### config.mk
export PLATFORM = sky130hd
export DESIGN_NAME = sha1_hash_engine
export DESIGN_NICKNAME = d
export VERILOG_FILES = /design/src/design/sha1_pkg.sv /design/src/design/sha1_hash_engine.sv /design/src/design/sha1_ram.sv /design/src/design/sha1_round.sv
export SDC_FILE = /design/constraint.sdc
export NUM_CORES = 2
export LEC_CHECK = 0
export BUFFER_PORTS_ARGS = -buffer_cell sky130_fd_sc_hd__buf_2
export CORE_MARGIN = 8
export CORE_UTILIZATION = 51
export CTS_CLUSTER_SIZE = 25
export DETAILED_ROUTE_END_ITERATION = 8
export MAX_ROUTING_LAYER = met4
export PLACE_DENSITY_LB_ADDON = 0.08
export SETUP_SLACK_MARGIN = 0.3
export SYNTH_ARGS = -nofsm -noshare
export SYNTH_HDL_FRONTEND = slang
export SYNTH_SLANG_ARGS = --single-unit
### constraint.sdc
create_clock -name clk -period 34.3 [get_ports clk]
set_input_delay 6.86 -clock clk [delete_from_list [all_inputs] [get_ports clk]]
set_output_delay 6.86 -clock clk [all_outputs]
set_load 0.01 [all_outputs]
### src/design/sha1_pkg.sv
// sha1_pkg: shared types, constants and helper functions of the sha-1 engine
// no dependencies; used by sha1_round, sha1_hash_engine and tb_sha1_hash_engine
package sha1_pkg;

  // block geometry
  localparam int BLOCK_WORDS = 16;
  localparam int HASH_WORDS  = 5;
  localparam int ROUNDS      = 80;
  localparam logic [5:0] LEN_AT   = 6'd56;
  localparam logic [5:0] FILL_MAX = 6'd63;
  localparam logic [7:0] PAD_MARK = 8'h80;
  localparam logic [2:0] LAST_WORD_IDX = 3'd4;

  // round constants
  localparam logic [31:0] K0 = 32'h5A827999;
  localparam logic [31:0] K1 = 32'h6ED9EBA1;
  localparam logic [31:0] K2 = 32'h8F1BBCDC;
  localparam logic [31:0] K3 = 32'hCA62C1D6;

  // initial chaining values
  localparam logic [31:0] IV0 = 32'h67452301;
  localparam logic [31:0] IV1 = 32'hEFCDAB89;
  localparam logic [31:0] IV2 = 32'h98BADCFE;
  localparam logic [31:0] IV3 = 32'h10325476;
  localparam logic [31:0] IV4 = 32'hC3D2E1F0;

  // sequencer states
  typedef enum logic [2:0] {
    ST_IDLE,
    ST_PAD,
    ST_LOAD,
    ST_ROUND,
    ST_WB,
    ST_DIG_RD,
    ST_DIG_LD
  } sha1_state_t;

  // five working variables
  typedef struct packed {
    logic [31:0] a;
    logic [31:0] b;
    logic [31:0] c;
    logic [31:0] d;
    logic [31:0] e;
  } sha1_work_t;

  // initial value of one chaining word
  function automatic logic [31:0] iv_word(input logic [2:0] idx);
    logic [31:0] v;
    case (idx)
      3'd0: v = IV0;
      3'd1: v = IV1;
      3'd2: v = IV2;
      3'd3: v = IV3;
      3'd4: v = IV4;
      default: v = '0;
    endcase
    return v;
  endfunction

  // round constant for round number rnd
  function automatic logic [31:0] round_k(input logic [6:0] rnd);
    logic [31:0] k;
    if (rnd < 7'd20) begin
      k = K0;
    end else if (rnd < 7'd40) begin
      k = K1;
    end else if (rnd < 7'd60) begin
      k = K2;
    end else begin
      k = K3;
    end
    return k;
  endfunction

endpackage

### src/design/sha1_hash_engine.sv
// sha1_hash_engine: sha-1 over a byte stream, block words and chaining words in ram
// depends on sha1_pkg, sha1_ram and sha1_round
//
// usage: each input beat carries an optional message byte (in_byte_present)
// and an optional end mark (in_end_of_message). an end beat yields five output
// beats, digest words 0 to 4, out_last_word high on word 4.
// bytes are taken one per cycle while the current 64-byte block fills; bytes
// pack into 32-bit words written to a 16-word block ram.
// the 64th byte starts compression: the block ram is loaded into the schedule
// window and the chaining ram into the working variables, the rounds run one
// per cycle, and the result is added back into the chaining ram.
// an end beat adds 9 to 72 padding and length bytes, one or two
// compressions, then moves each digest word from the chaining ram into the
// output register.
// in_ready is low during padding, compression and digest readout.
// after reset the chaining ram reads as the initial values through a fresh
// flag, so no clearing pass is needed; the same flag restarts each message.
// when the receiver stalls, the output register holds its word; word 4 may
// wait there while the next message is already being taken.
module sha1_hash_engine (
  input  logic        clk,
  input  logic        rst_n,
  input  logic        in_valid,
  output logic        in_ready,
  input  logic [7:0]  in_data_byte,
  input  logic        in_byte_present,
  input  logic        in_end_of_message,
  output logic        out_valid,
  input  logic        out_ready,
  output logic [31:0] out_digest_word,
  output logic [2:0]  out_word_number,
  output logic        out_last_word
);

  // control registers
  sha1_pkg::sha1_state_t state_r, state_nxt;
  logic [5:0]  fill_r, fill_nxt;
  logic [63:0] msg_r, msg_nxt;
  logic        pad_r, pad_nxt;
  logic        mark_r, mark_nxt;
  logic        len_r, len_nxt;
  logic        fresh_r, fresh_nxt;
  logic [6:0]  cnt_r, cnt_nxt;
  logic [2:0]  dig_idx_r, dig_idx_nxt;
  logic        out_valid_r, out_valid_nxt;

  // payload registers
  sha1_pkg::sha1_work_t work_r, work_nxt;
  logic [31:0] win_r [sha1_pkg::BLOCK_WORDS];
  logic [31:0] win_nxt [sha1_pkg::BLOCK_WORDS];
  logic [23:0] wbuf_r, wbuf_nxt;
  logic [31:0] out_word_r, out_word_nxt;
  logic [2:0]  out_num_r, out_num_nxt;
  logic        out_last_r, out_last_nxt;

  // ram ports
  logic        wram_we, wram_re;
  logic [3:0]  wram_waddr, wram_raddr;
  logic [31:0] wram_wdata, wram_rdata;
  logic        hram_we, hram_re;
  logic [2:0]  hram_waddr, hram_raddr;
  logic [31:0] hram_wdata, hram_rdata;

  // helpers
  logic        put_en;
  logic [7:0]  put_val;
  logic [6:0]  cnt_m1;
  logic [31:0] hval;
  logic [31:0] work_sel;
  logic [63:0] bit_len;
  logic [7:0]  len_byte;
  logic [31:0] sched_x;
  logic [31:0] sched_new;
  sha1_pkg::sha1_work_t round_out;

  // block word store, 16 words of 32 bits
  sha1_ram #(.WIDTH(32), .DEPTH(sha1_pkg::BLOCK_WORDS)) u_wram (
    .clk   (clk),
    .we    (wram_we),
    .waddr (wram_waddr),
    .wdata (wram_wdata),
    .re    (wram_re),
    .raddr (wram_raddr),
    .rdata (wram_rdata)
  );

  // chaining word store, 5 words of 32 bits
  sha1_ram #(.WIDTH(32), .DEPTH(sha1_pkg::HASH_WORDS)) u_hram (
    .clk   (clk),
    .we    (hram_we),
    .waddr (hram_waddr),
    .wdata (hram_wdata),
    .re    (hram_re),
    .raddr (hram_raddr),
    .rdata (hram_rdata)
  );

  // one compression round
  sha1_round u_round (
    .work_i (work_r),
    .wt_i   (win_r[0]),
    .rnd_i  (cnt_r),
    .work_o (round_out)
  );

  assign cnt_m1   = cnt_r - 7'd1;
  // chaining word as stored, or the initial value at the start of a message
  assign hval     = fresh_r ? sha1_pkg::iv_word(cnt_m1[2:0]) : hram_rdata;
  assign bit_len  = {msg_r[60:0], 3'b000};
  assign len_byte = bit_len[{~fill_r[2:0], 3'b000} +: 8];
  assign sched_x  = win_r[13] ^ win_r[8] ^ win_r[2] ^ win_r[0];
  assign sched_new = {sched_x[30:0], sched_x[31]};

  // working variable picked for write-back
  always_comb begin
    case (cnt_m1[2:0])
      3'd0: work_sel = work_r.a;
      3'd1: work_sel = work_r.b;
      3'd2: work_sel = work_r.c;
      3'd3: work_sel = work_r.d;
      3'd4: work_sel = work_r.e;
      default: work_sel = '0;
    endcase
  end

  // sequencer: next state, byte path, ram control
  always_comb begin
    state_nxt     = state_r;
    fill_nxt      = fill_r;
    msg_nxt       = msg_r;
    pad_nxt       = pad_r;
    mark_nxt      = mark_r;
    len_nxt       = len_r;
    fresh_nxt     = fresh_r;
    cnt_nxt       = cnt_r;
    dig_idx_nxt   = dig_idx_r;
    out_valid_nxt = out_valid_r & ~out_ready;
    work_nxt      = work_r;
    win_nxt       = win_r;
    wbuf_nxt      = wbuf_r;
    out_word_nxt  = out_word_r;
    out_num_nxt   = out_num_r;
    out_last_nxt  = out_last_r;
    in_ready      = 1'b0;
    put_en        = 1'b0;
    put_val       = '0;
    wram_re       = 1'b0;
    wram_raddr    = cnt_r[3:0];
    hram_re       = 1'b0;
    hram_raddr    = cnt_r[2:0];
    hram_we       = 1'b0;
    hram_waddr    = cnt_m1[2:0];
    hram_wdata    = hval + work_sel;

    case (state_r)
      sha1_pkg::ST_IDLE: begin
        in_ready = 1'b1;
        if (in_valid) begin
          if (in_byte_present) begin
            msg_nxt = msg_r + 64'd1;
            put_en  = 1'b1;
            put_val = in_data_byte;
          end
          if (in_end_of_message) begin
            pad_nxt   = 1'b1;
            state_nxt = sha1_pkg::ST_PAD;
          end
        end
      end

      // padding mark, zeros, then the bit length
      sha1_pkg::ST_PAD: begin
        put_en = 1'b1;
        if (!mark_r) begin
          put_val  = sha1_pkg::PAD_MARK;
          mark_nxt = 1'b1;
        end else if (len_r || fill_r == sha1_pkg::LEN_AT) begin
          put_val = len_byte;
          len_nxt = 1'b1;
        end else begin
          put_val = 8'h00;
        end
      end

      // block ram into schedule window, chaining ram into working variables
      sha1_pkg::ST_LOAD: begin
        wram_re = cnt_r < 7'(sha1_pkg::BLOCK_WORDS);
        hram_re = cnt_r < 7'(sha1_pkg::HASH_WORDS);
        cnt_nxt = cnt_r + 7'd1;
        if (cnt_r != 7'd0) begin
          for (int i = 0; i < sha1_pkg::BLOCK_WORDS - 1; i++) begin
            win_nxt[i] = win_r[i+1];
          end
          win_nxt[sha1_pkg::BLOCK_WORDS-1] = wram_rdata;
        end
        if (cnt_r != 7'd0 && cnt_r <= 7'(sha1_pkg::HASH_WORDS)) begin
          work_nxt.a = work_r.b;
          work_nxt.b = work_r.c;
          work_nxt.c = work_r.d;
          work_nxt.d = work_r.e;
          work_nxt.e = hval;
        end
        if (cnt_r == 7'(sha1_pkg::BLOCK_WORDS)) begin
          cnt_nxt   = '0;
          state_nxt = sha1_pkg::ST_ROUND;
        end
      end

      // one round per cycle, window always holds w[t] at the bottom
      sha1_pkg::ST_ROUND: begin
        work_nxt = round_out;
        for (int i = 0; i < sha1_pkg::BLOCK_WORDS - 1; i++) begin
          win_nxt[i] = win_r[i+1];
        end
        win_nxt[sha1_pkg::BLOCK_WORDS-1] = sched_new;
        cnt_nxt = cnt_r + 7'd1;
        if (cnt_r == 7'(sha1_pkg::ROUNDS - 1)) begin
          cnt_nxt   = '0;
          state_nxt = sha1_pkg::ST_WB;
        end
      end

      // read chaining word k, write back word k-1 plus its working variable
      sha1_pkg::ST_WB: begin
        hram_re = cnt_r < 7'(sha1_pkg::HASH_WORDS);
        hram_we = cnt_r != 7'd0;
        cnt_nxt = cnt_r + 7'd1;
        if (cnt_r == 7'(sha1_pkg::HASH_WORDS)) begin
          cnt_nxt   = '0;
          fresh_nxt = 1'b0;
          if (len_r) begin
            dig_idx_nxt = '0;
            state_nxt   = sha1_pkg::ST_DIG_RD;
          end else if (pad_r) begin
            state_nxt = sha1_pkg::ST_PAD;
          end else begin
            state_nxt = sha1_pkg::ST_IDLE;
          end
        end
      end

      sha1_pkg::ST_DIG_RD: begin
        hram_re    = 1'b1;
        hram_raddr = dig_idx_r;
        state_nxt  = sha1_pkg::ST_DIG_LD;
      end

      // move one digest word into the output register once it is free
      sha1_pkg::ST_DIG_LD: begin
        if (!out_valid_r || out_ready) begin
          out_valid_nxt = 1'b1;
          out_word_nxt  = hram_rdata;
          out_num_nxt   = dig_idx_r;
          out_last_nxt  = dig_idx_r == sha1_pkg::LAST_WORD_IDX;
          if (dig_idx_r == sha1_pkg::LAST_WORD_IDX) begin
            fresh_nxt = 1'b1;
            msg_nxt   = '0;
            pad_nxt   = 1'b0;
            mark_nxt  = 1'b0;
            len_nxt   = 1'b0;
            state_nxt = sha1_pkg::ST_IDLE;
          end else begin
            dig_idx_nxt = dig_idx_r + 3'd1;
            state_nxt   = sha1_pkg::ST_DIG_RD;
          end
        end
      end

      default: begin
        state_nxt = sha1_pkg::ST_IDLE;
      end
    endcase

    // shared byte path: pack into words, start compression on a full block
    if (put_en) begin
      wbuf_nxt = {wbuf_r[15:0], put_val};
      fill_nxt = fill_r + 6'd1;
      if (fill_r == sha1_pkg::FILL_MAX) begin
        cnt_nxt   = '0;
        state_nxt = sha1_pkg::ST_LOAD;
      end
    end
  end

  assign wram_we    = put_en && (fill_r[1:0] == 2'b11);
  assign wram_waddr = fill_r[5:2];
  assign wram_wdata = {wbuf_r, put_val};

  // control state
  always_ff @(posedge clk) begin
    if (!rst_n) begin
      state_r     <= sha1_pkg::ST_IDLE;
      fill_r      <= '0;
      msg_r       <= '0;
      pad_r       <= 1'b0;
      mark_r      <= 1'b0;
      len_r       <= 1'b0;
      fresh_r     <= 1'b1;
      cnt_r       <= '0;
      dig_idx_r   <= '0;
      out_valid_r <= 1'b0;
    end else begin
      state_r     <= state_nxt;
      fill_r      <= fill_nxt;
      msg_r       <= msg_nxt;
      pad_r       <= pad_nxt;
      mark_r      <= mark_nxt;
      len_r       <= len_nxt;
      fresh_r     <= fresh_nxt;
      cnt_r       <= cnt_nxt;
      dig_idx_r   <= dig_idx_nxt;
      out_valid_r <= out_valid_nxt;
    end
  end

  // payload, no reset
  always_ff @(posedge clk) begin
    work_r     <= work_nxt;
    win_r      <= win_nxt;
    wbuf_r     <= wbuf_nxt;
    out_word_r <= out_word_nxt;
    out_num_r  <= out_num_nxt;
    out_last_r <= out_last_nxt;
  end

  assign out_valid       = out_valid_r;
  assign out_digest_word = out_word_r;
  assign out_word_number = out_num_r;
  assign out_last_word   = out_last_r;

endmodule

### src/design/sha1_ram.sv
// sha1_ram: generic simple dual-port ram, one write and one registered read port
// no dependencies
module sha1_ram #(
  parameter int WIDTH = 32,
  parameter int DEPTH = 16,
  localparam int AW = (DEPTH > 1) ? $clog2(DEPTH) : 1
) (
  input  logic             clk,
  input  logic             we,
  input  logic [AW-1:0]    waddr,
  input  logic [WIDTH-1:0] wdata,
  input  logic             re,
  input  logic [AW-1:0]    raddr,
  output logic [WIDTH-1:0] rdata
);

  logic [WIDTH-1:0] mem [DEPTH];

  // write port
  always_ff @(posedge clk) begin
    if (we) begin
      mem[waddr] <= wdata;
    end
  end

  // registered read, holds when not enabled
  always_ff @(posedge clk) begin
    if (re) begin
      rdata <= mem[raddr];
    end
  end

endmodule

### src/design/sha1_round.sv
// sha1_round: one sha-1 compression round on the working variables
// depends on sha1_pkg (sha1_work_t, round_k)
module sha1_round (
  input  sha1_pkg::sha1_work_t work_i,
  input  logic [31:0]          wt_i,
  input  logic [6:0]           rnd_i,
  output sha1_pkg::sha1_work_t work_o
);

  logic [31:0] f;
  logic [31:0] rot_a;

  // boolean function by round group
  always_comb begin
    if (rnd_i < 7'd20) begin
      f = (work_i.b & work_i.c) | (~work_i.b & work_i.d);
    end else if (rnd_i < 7'd40) begin
      f = work_i.b ^ work_i.c ^ work_i.d;
    end else if (rnd_i < 7'd60) begin
      f = (work_i.b & work_i.c) | (work_i.b & work_i.d) | (work_i.c & work_i.d);
    end else begin
      f = work_i.b ^ work_i.c ^ work_i.d;
    end
  end

  assign rot_a = {work_i.a[26:0], work_i.a[31:27]};

  // new a and rotate the others down
  always_comb begin
    work_o.a = rot_a + f + work_i.e + sha1_pkg::round_k(rnd_i) + wt_i;
    work_o.b = work_i.a;
    work_o.c = {work_i.b[1:0], work_i.b[31:2]};
    work_o.d = work_i.c;
    work_o.e = work_i.d;
  end

endmodule

==> out/qor.yml <==
required_ns: 27.44
critPathTopFamily: "flip-flops"
ctsResizeCount: 0
setup_violations: 0
ir_worst_vdd_uv: 48.4
place_congestion: 0.817
clockRootBuffer: "clkbuf_16"
fill_cells: 10000
fin_cells: 6200
maxCapViolations: 0
area_growth_pct: 11.4
drt_iter0_markers: 2959
globalRouteOverflowTotal: 0
async_flop_share: 0
viasPerCell: 5.67
htree_num_levels: 4
yosys_most_used_dff: "edfxtp_1"
nets: 4627
cp_max_fo: 21
dr_total_vias: 35200
rsz0062_at_grt: "no"
skew_ns: 0.0309
grt_usage: 0.211
placementRows: 131
die_h_um: 375
critPathLaunchType: "flop"
syn_area_um2: 65800
p_per_area_nw_per_um2: 52.1
dpl.cell_count: 5907
avgSynthCellArea_um2: 15.3
fin_crit_ns: 8.99
die-area_um2: 141000
tns_ns: 0
clkSinkCount: 1553
grt_pass1_wl_um: 220000
synth_cell_type_count: 88
post_drt_wl_per_cell_um: 23.5
worstSetupEndpointType: "output pin"
syn_inst: 4308
ioPinCount: 52
tightest_slew_ns: 1.27
design_area_um2: 73300
ys_warn_count: 0
slew_headroom: 0.147
hold_ws_ns: 0.408
die_w_um: 375
period_share: 0.262
post-cts-setup-buffers: 0
worstPathBufferInverterCount: 1
core-area_um2: 128000
crit_chain: "or2_1 > nor2_1 > buf_2"
crit_arrival_ns: 2.13
cts_buffers: 162
seq_area_frac_synth: 0.696
numPortBuffers: 51
grt_start_max_net_pins: 148
antenna_found_initial: 4
post-route-drc-count: 0
fmax_mhz: 111
clk_pin_slew_ns: 0.06
grt_pass1_vias: 34600
cellLeakagePower_uw: 0.0255
dp_hpwl_um: 91600
cpMaxStageDelayCell: "dfxtp_1"
status: "completed"
start_util: 0.515
detail_route.first_pass.iterations: 5
synth_edf_count: 1468
insertion_delay_ns: 0.78
syn_nets: 4526
cpPeakStageDelay_ns: 0.73
drive_gt1_frac: 0.130
hp-class: "flop to flop"
final-hold-violation-count: 0
cts_tree: "built"
drv_slew: 0
totalWireLength_um: 146000
clock_path_buffers: 3
cts_hold_buf: 0
drt.antenna.violating_nets: 0
place_area_um2: 68100
final_util: 0.574
critical_path_class: "flop to output pin"
ys_ff_latch: 1553
-- path summary, 6_finish.rpt --
| check | from | cells after the start | to | slack, ns |
|---|---|---|---|---|
| min reg2reg | win_r[478] | 0 | win_r[510] | 0.41 |
| max reg2reg | cnt_r[0] | 15 | u_hram.mem[1][25] | 27.58 |
| min | win_r[478] | 0 | win_r[510] | 0.41 |
| max | state_r[1] | 3 | in_ready | 25.31 |
-- cells by family after synthesis --
group | count (synthesis) | synth area share
muxes | 241 | 0.0702
DFF | 1553 | 0.696
buffers and inverters | 464 | 0.0273
and+or+nand+nor | 979 | 0.0653
adders and majority gates | 204 | 0.0517
xor gates and xnor gates | 211 | 0.0281
AOI/OAI and AO/OA | 656 | 0.0610
-- sequential cells by signal (all words and copies together), names as in the netlist, 3 cells and up --
name             count
u_wram.mem         512
win_r              512
u_hram.mem         160
work_r             160
msg_r               61
out_digest_word     32
u_hram.rdata        32
u_wram.rdata        32
wbuf_r              24
cnt_r                7
fill_r               6
dig_idx_r            3
out_word_number      3
state_r              3
-- layout make-up --
cell class | count | area, um2 | area share
Sequential cell | 1553 | 45800 | 0.625
Antenna cell | 1 | 2.50 | 0.0000342
Tap cell | 1662 | 2080 | 0.0284
Inverter | 289 | 1080 | 0.0148
Multi-Input combinational cell | 2291 | 18400 | 0.251
Clock inverter | 84 | 902 | 0.0123
Clock buffer | 208 | 4280 | 0.0584
Timing Repair Buffer | 112 | 726 | 0.00990
-- cell usage after synthesis (all sizes together) (3+ instances only) --
library cell / count / area share
a211oi: 12 / 0.0014
a21boi: 10 / 0.0011
a21o: 32 / 0.0037
a21oi: 119 / 0.0091
a221o: 5 / 0.00076
a221oi: 18 / 0.0024
a22o: 45 / 0.0060
a22oi: 23 / 0.0026
a31oi: 5 / 0.00048
a41oi: 4 / 0.00053
and2: 15 / 0.0014
and3: 26 / 0.0025
and4: 6 / 0.00084
buf: 32 / 0.0024
clkbuf: 143 / 0.0085
dfxtp: 85 / 0.026
edfxtp: 1468 / 0.67
fa: 113 / 0.034
ha: 91 / 0.017
inv: 289 / 0.016
mux2: 26 / 0.0045
mux2i: 42 / 0.0064
mux4: 173 / 0.059
nand2: 527 / 0.030
nand2b: 13 / 0.0012
nand3: 70 / 0.0054
nand4: 25 / 0.0028
nor2: 192 / 0.011
nor2b: 17 / 0.0016
nor3: 43 / 0.0033
nor3b: 5 / 0.00074
nor4: 5 / 0.00070
o211ai: 8 / 0.00091
o21a: 16 / 0.0018
o21ai: 306 / 0.023
o21bai: 5 / 0.00057
o22ai: 10 / 0.00095
o311ai: 3 / 0.00040
o31ai: 9 / 0.0011
or2: 5 / 0.00048
or3: 24 / 0.0023
xnor2: 163 / 0.022
xor2: 48 / 0.0064
-- power by group --
group / switching (uW) / internal [uW] / total (uW)
logic: 11.7 / 6.41 / 18.1
registers: 19.6 / 2070 / 2090
clock network: 728 / 985 / 1710
-- placed cells by master, fill, tap and decap left out, types with 14 or more instances in the layout --
cell,instances
a21o_1,32
a21oi_1,116
a221oi_1,18
a22o_1,45
a22oi_1,23
and3_1,25
buf_2,51
buf_4,60
clkbuf_1,42
clkbuf_16,163
clkinv_1,31
clkinv_2,19
dfxtp_1,82
edfxtp_1,1468
fa_1,113
ha_1,91
inv_1,286
mux2_2,26
mux2i_1,40
mux4_2,172
nand2_1,525
nand3_1,69
nand4_1,23
nor2_1,178
nor2_4,14
nor2b_1,16
nor3_1,35
o21a_1,15
o21ai_0,298
or3_1,21
xnor2_1,163
xor2_1,48
-- layer usage --
layer | GRT usage | share of wire | vias to the layer above
met2 | 0.337 | 0.49 | 819
met1 | 0.288 | 0.44 | 17900
met4 | 0.0619 | 0.026 | 0
met5 | - | 0 | -
li1 | - | - | 16200
met3 | 0.0278 | 0.043 | 241
-- metrics by stage --
stage                     setup slack [ns]  total power, uW
after global routing                 25.18             3930
final                                25.31             3820
after floorplan                      16.45             2130
after CTS                            25.27             3860
after detailed placement             24.53             2150
after global placement               24.56             2150
Power figures use the tool's default switching activity.
